`src/rtl/scspg_pkg.sv`:
```
package scspg_pkg;

    localparam logic signed [63:0] SAT_CAP    = 64'sh2000_0000_0000_0000;
    localparam logic [61:0]        MUL_CAP    = 62'h2000_0000_0000_0000;
    localparam logic [31:0]        PERIOD_NUM = 32'd256_000_000;
    localparam int                 PERIOD_W   = 20;
    localparam logic [PERIOD_W-1:0] MIN_PERIOD_US = 20'd10;
    localparam logic [PERIOD_W-1:0] MAX_PERIOD_US = 20'd1_000_000;

    typedef enum logic [1:0] {
        CMD_TICK  = 2'd0,
        CMD_START = 2'd1,
        CMD_STOP  = 2'd2,
        CMD_NOP   = 2'd3
    } t_cmd;

    typedef enum logic [2:0] {
        PH_IDLE   = 3'd0,
        PH_ACCEL  = 3'd1,
        PH_CRUISE = 3'd2,
        PH_DECEL  = 3'd3,
        PH_DONE   = 3'd4
    } t_phase;

    typedef enum logic [2:0] {
        REG_MOVE_STEPS   = 3'd0,
        REG_ACCEL_STEPS  = 3'd1,
        REG_CRUISE_STEPS = 3'd2,
        REG_MAX_SPEED    = 3'd3,
        REG_START_SPEED  = 3'd4,
        REG_START_ACCEL  = 3'd5,
        REG_MAX_ACCEL    = 3'd6,
        REG_JERK_RATE    = 3'd7
    } t_reg;

    typedef enum logic [4:0] {
        S_IDLE, S_PJ, S_PQ1, S_PQ2, S_PSA, S_PC, S_SEL, S_A1M, S_Q1, S_Q2,
        S_L2, S_T1, S_T2, S_T3, S_T4, S_T5, S_PER, S_SPER, S_OUT
    } t_state;

    typedef enum logic [2:0] {
        R_ZERO, R_VMAX, R_A1, R_A2, R_A3, R_D1, R_D2, R_D3
    } t_region;

    typedef struct packed {
        logic [31:0] move_steps;
        logic [31:0] accel_steps;
        logic [31:0] cruise_steps;
        logic [31:0] max_speed;
        logic [31:0] start_speed;
        logic [31:0] start_accel;
        logic [31:0] max_accel;
        logic [31:0] jerk_rate;
    } t_cfg;

    typedef struct packed {
        t_state step;
        logic   go_mul;
        logic   go_div;
        logic   cap;
        logic   take;
    } t_ctl;

    typedef struct packed {
        logic    mul_done;
        logic    div_done;
        logic    prep_ok;
        logic    need_eval;
        logic    is_start;
        logic    out_free;
        t_region region;
    } t_sts;

    function automatic logic signed [63:0] sat61(input logic signed [63:0] x);
        if (x > SAT_CAP) begin
            return SAT_CAP;
        end else if (x < -SAT_CAP) begin
            return -SAT_CAP;
        end
        return x;
    endfunction

endpackage

```
`src/rtl/scspg_ctrl.sv`:
```
module scspg_ctrl (
    input  logic            i_clk,
    input  logic            i_rst_n,
    input  logic            i_valid,
    output logic            o_stall,
    input  scspg_pkg::t_sts i_sts,
    output scspg_pkg::t_ctl o_ctl
);
    import scspg_pkg::*;

    typedef enum logic [1:0] {U_NONE, U_MUL, U_DIV} t_unit;

    t_state r_state, n_state;
    logic   r_issued;
    t_unit  w_unit;
    logic   w_adv;

    function automatic t_unit unit_of(input t_state s);
        unique case (s)
            S_PJ, S_PC, S_PER, S_SPER: return U_DIV;
            S_PQ1, S_PQ2, S_PSA, S_A1M, S_Q1, S_Q2, S_L2,
            S_T1, S_T2, S_T3, S_T4, S_T5: return U_MUL;
            default: return U_NONE;
        endcase
    endfunction

    assign w_unit = unit_of(r_state);

    // a step completes on unit done, S_OUT on free output, others at once
    always_comb begin
        unique case (r_state)
            S_IDLE:  w_adv = 1'b0;
            S_OUT:   w_adv = i_sts.out_free;
            default: begin
                if (w_unit == U_NONE) begin
                    w_adv = 1'b1;
                end else if (w_unit == U_MUL) begin
                    w_adv = r_issued && i_sts.mul_done;
                end else begin
                    w_adv = r_issued && i_sts.div_done;
                end
            end
        endcase
    end

    always_comb begin
        n_state = r_state;
        unique case (r_state)
            S_IDLE: begin
                if (i_valid) begin
                    if (i_sts.need_eval) begin
                        n_state = i_sts.prep_ok ? S_SEL : S_PJ;
                    end else if (i_sts.is_start) begin
                        n_state = S_SPER;
                    end else begin
                        n_state = S_OUT;
                    end
                end
            end
            S_PJ:  if (w_adv) n_state = S_PQ1;
            S_PQ1: if (w_adv) n_state = S_PQ2;
            S_PQ2: if (w_adv) n_state = S_PSA;
            S_PSA: if (w_adv) n_state = S_PC;
            S_PC:  if (w_adv) n_state = S_SEL;
            S_SEL: begin
                case (i_sts.region)
                    R_A1:       n_state = S_A1M;
                    R_D1:       n_state = S_Q1;
                    R_A2, R_D2: n_state = S_L2;
                    R_A3, R_D3: n_state = S_T1;
                    default:    n_state = S_PER;
                endcase
            end
            S_A1M: if (w_adv) n_state = S_Q1;
            S_Q1:  if (w_adv) n_state = S_Q2;
            S_Q2:  if (w_adv) n_state = S_PER;
            S_L2:  if (w_adv) n_state = S_PER;
            S_T1:  if (w_adv) n_state = S_T2;
            S_T2:  if (w_adv) n_state = S_T3;
            S_T3:  if (w_adv) n_state = S_T4;
            S_T4:  if (w_adv) n_state = S_T5;
            S_T5:  if (w_adv) n_state = S_PER;
            S_PER: if (w_adv) n_state = S_OUT;
            S_SPER: if (w_adv) n_state = S_OUT;
            S_OUT: if (w_adv) n_state = S_IDLE;
            default: n_state = S_IDLE;
        endcase
    end

    always_comb begin
        o_ctl.step   = r_state;
        o_ctl.take   = (r_state == S_IDLE) && i_valid;
        o_ctl.go_mul = (w_unit == U_MUL) && !r_issued;
        o_ctl.go_div = (w_unit == U_DIV) && !r_issued;
        o_ctl.cap    = w_adv;
        o_stall      = (r_state != S_IDLE);
    end

    always_ff @(posedge i_clk) begin
        if (!i_rst_n) begin
            r_state  <= S_IDLE;
            r_issued <= 1'b0;
        end else begin
            r_state <= n_state;
            if (w_adv) begin
                r_issued <= 1'b0;
            end else if (o_ctl.go_mul || o_ctl.go_div) begin
                r_issued <= 1'b1;
            end
        end
    end
endmodule

```
`config.mk`:
```
export PLATFORM = sky130hd
export DESIGN_NAME = scspg_ctrl
export DESIGN_NICKNAME = d
export VERILOG_FILES = /design/src/rtl/scspg_pkg.sv /design/src/rtl/scspg_ctrl.sv
export SDC_FILE = /design/constraint.sdc
export NUM_CORES = 1
export LEC_CHECK = 0
export BUFFER_PORTS_ARGS = -buffer_cell sky130_fd_sc_hd__buf_2
export CAP_MARGIN = 20
export CELL_PAD_IN_SITES_DETAIL_PLACEMENT = 1
export CELL_PAD_IN_SITES_GLOBAL_PLACEMENT = 1
export CORE_MARGIN = 8
export CORE_UTILIZATION = 35
export DETAILED_ROUTE_END_ITERATION = 8
export PLACE_DENSITY_LB_ADDON = 0.1
export SLEW_MARGIN = 20
export SYNTH_ARGS = -nofsm -noshare
export SYNTH_HDL_FRONTEND = slang
export SYNTH_SLANG_ARGS = --single-unit
```
`constraint.sdc`:
```
create_clock -name i_clk -period 2.6 [get_ports i_clk]
set_input_delay 0.13 -clock i_clk [delete_from_list [all_inputs] [get_ports i_clk]]
set_output_delay 0.13 -clock i_clk [all_outputs]
set_load 0.02 [all_outputs]
```
==> results.toml <==
[timing]
max_freq_mhz = 407
tns_ps = 0
finalHoldViolations = 0
finalCritPeriodShare_pct = 94.4
worst_pin_slew_ps = 425
setup_viol = 0
finalCriticalPeriod_ps = 2450
skew_ps = 4.34
fin_ws_ps = 146
relSlewSlack_pct = 71.6
hold_ws_ps = 196
drv_slew = 0
rsz0062_at_grt = "false"

[hold_path]
hold_depth = 3
hp-start = "i_rst_n"
hold_path.class = "in -> reg"
min_to = "r_issued"

[grt]
grt_antenna_before_repair = 0
grt_pass1_wl_um = 3890
grt_max_degree = 16
first_global_vias = 873
grt_usage_pct = 11.6
grt-ovfl-total = 0

[final_layout]
drive_gt1_share_pct = 29.6
finish.utilization_pct = 46.4
syn2layout_area_growth_pct = 23.1
antenna_cells = 0
final_cells = 152
nets = 140

[clock_tree]
cts-buffers-inserted = 3
cts_tree = "yes"
ctsHoldBuffers = 0
h-tree-depth = 1
cts-root-buf = "clkbuf_4"
clk_pin_slew_ps = 50
cts_buffer_depth = 2
post_cts_buffers = 0
insertion_delay_ps = 250
clock_sinks = 8

[drt]
routed-via-count = 818
drt-wirelength-per-cell_um = 14.7
remaining_drc_errors = 0
via_per_inst = 5.38
drt-initial-drc-count = 23
wirelength_um = 2230
ant_nets = 0
dr.pass1.iters = 4

[setup_path]
reg2reg_slack_ps = 150
cp_cell_sequence = "or4_1 -> mux2i_1 -> a211oi_2 -> a21oi_4 -> nor2_1 -> a21oi_1 -> nor2b_1 -> ha_1 -> mux2i_1 -> o21ai_1"
cp_slowest_cell = "or4_1"
crit_path_max_incr_delay_ps = 560
critPathBufInv = 0
reg2reg_depth = 10
critPathMaxFanout = 8
crit_path_start_kind = "flip-flop"
r2r_start = "r_state[2]"
critPathCaptureType = "flip-flop"
worstPathRequired_ps = 2720
crit_family = "simple AND/OR/NAND/NOR gates"
critPathMostFrequentCell = "mux2i_1"
reg2reg_to = "w_unit[0]"
path_class = "reg -> reg"
crit_arrival_ps = 2570

[power]
swShare_pct = 51.7
p_sw_w = 0.000669
power.internal_w = 0.000625
powerDensity_nw_per_um2 = 1410
pwr-share-seq_pct = 20.4
p_leak_nw = 0.418
clkPwrFrac_pct = 7.1
peakVddDrop_mv = 0.635
combPwrFrac_pct = 72.5

[synth]
yosys.area.top_type = "dfxtp_1"
ys_seq_area_share_pct = 21.4
synth_area_leaders = "dfxtp_1 (21%), a21oi_1 (10%), mux2i_1 (4.0%), o21ai_0 (4.0%), nand2_1 (4.0%)"
syn_inst = 102
synth_nets = 115
synth-warning-count = 0
syn_area_um2 = 747
synth_top_area_share_pct = 21.4
avgSynthCellArea_um2 = 7.32
synth_most_common_cell = "a21oi_1"
ys.flop_type = "dfxtp_1"
synthArstFlopShare_pct = 0
netlist_top_cells_count = "a21oi_1 (15), dfxtp_1 (8), nand2_1 (8), nor2_1 (7)"
synth_edf_count = 0
yosysUniqueCellTypes = 38
ys_seq_elements = 8

[status]
status = "completed"

[place]
place_congestion = 0.841
dp_hpwl_um = 1770
dpl_worst_slack_ps = 182
dp_cells = 149
port_buffers = 21

[floorplan]
die_w_um = 62.2
initial_core_util_pct = 37.7
dieArea_um2 = 3870
io_pins = 22
die_h_um = 62.2
num_rows = 16
design.core.area_um2 = 1980

[flow_run]
maxCapViolations = 0
[area by class of cell]
class	count	area [um2]
fillers	276	1060
clock buffers	3	22.5
inverters	6	22.5
multi-input cells	82	538
repair buffers	26	143
well taps	27	33.8
flip-flops and latches	8	160
[how the worst max path moves through the flow]
stage | startpoint | end | slack (ps) | cells after the start
final | r_state[2] | w_unit[0] | 150 | 10
after global routing | r_state[2] | w_unit[0] | 20 | 10
after CTS | r_state[2] | w_unit[0] | 160 | 10
after detailed placement | r_state[2] | w_unit[0] | 180 | 10
after global placement | r_state[1] | w_unit[0] | 320 | 10
after floorplan | r_state[3] | w_unit[0] | 370 | 9
[placed cells by master (no fill, tap or decap), drive strengths merged, types with 3 or more instances in the layout]
| master | n |
|---|---|
| inv | 6 |
| o21ai | 8 |
| nor2 | 7 |
| nor3b | 3 |
| dfxtp | 8 |
| clkbuf | 3 |
| nor2b | 3 |
| nand3 | 3 |
| nor3 | 5 |
| buf | 26 |
| nand2 | 8 |
| a21oi | 16 |
| mux2i | 3 |
[kinds of logic (layout without fill, tap and decap cells)]
group	Yosys count	in the layout	share of synthesized area, %
mux	4	4	5.53
simple gates	39	39	27.6
compound gates	35	35	33.0
buf+inv	12	35	7.20
flops	8	8	21.4
fa+ha+maj	1	1	1.67
xor+xnor	3	3	3.52
[per-layer routing]
metal | GRT usage [%] | vias to the layer above | wire [um]
met5 | 0 | - | 0
met4 | 0 | 0 | 0
met3 | 4.12 | 0 | 115
met2 | 19.8 | 17 | 1040
met1 | 14.2 | 384 | 1070
li1 | - | 417 | -
[per-stage QoR]
step	total power (W)	cell area (um2)
floorplan	0.000972	747
global placement	0.00118	892
detailed placement	0.00120	892
CTS	0.00130	915
global route	0.00142	920
finish	0.00129	920
[worst min-delay path, delay by kind of cell]
kind,cells,cell delay [ps]
buffers and inverters,1,150
AND/OR/NAND/NOR,1,40
AO/OA/AOI/OAI,1,80
[timing repair]
action	in CTS	in global routing
setup endpoints to repair	0	1
endpoints found under the hold margin	0	0
resized for setup	0	1
[power by group through the flow]
stage / Combinational (W) / Clock, W / Sequential, W
floorplan: 0.000716 / 0 / 0.000256
global placement: 0.000922 / 0 / 0.000261
detailed placement: 0.000937 / 0 / 0.000265
CTS: 0.000944 / 0.0000960 / 0.000262
global route: 0.00104 / 0.000102 / 0.000273
finish: 0.000939 / 0.0000918 / 0.000264
[sequential cells by signal, indices dropped and copies added (netlist names)]
signal and count:
r_issued 1, r_state 5, w_unit 2
Note: power is estimated with default switching activity, not from simulation.
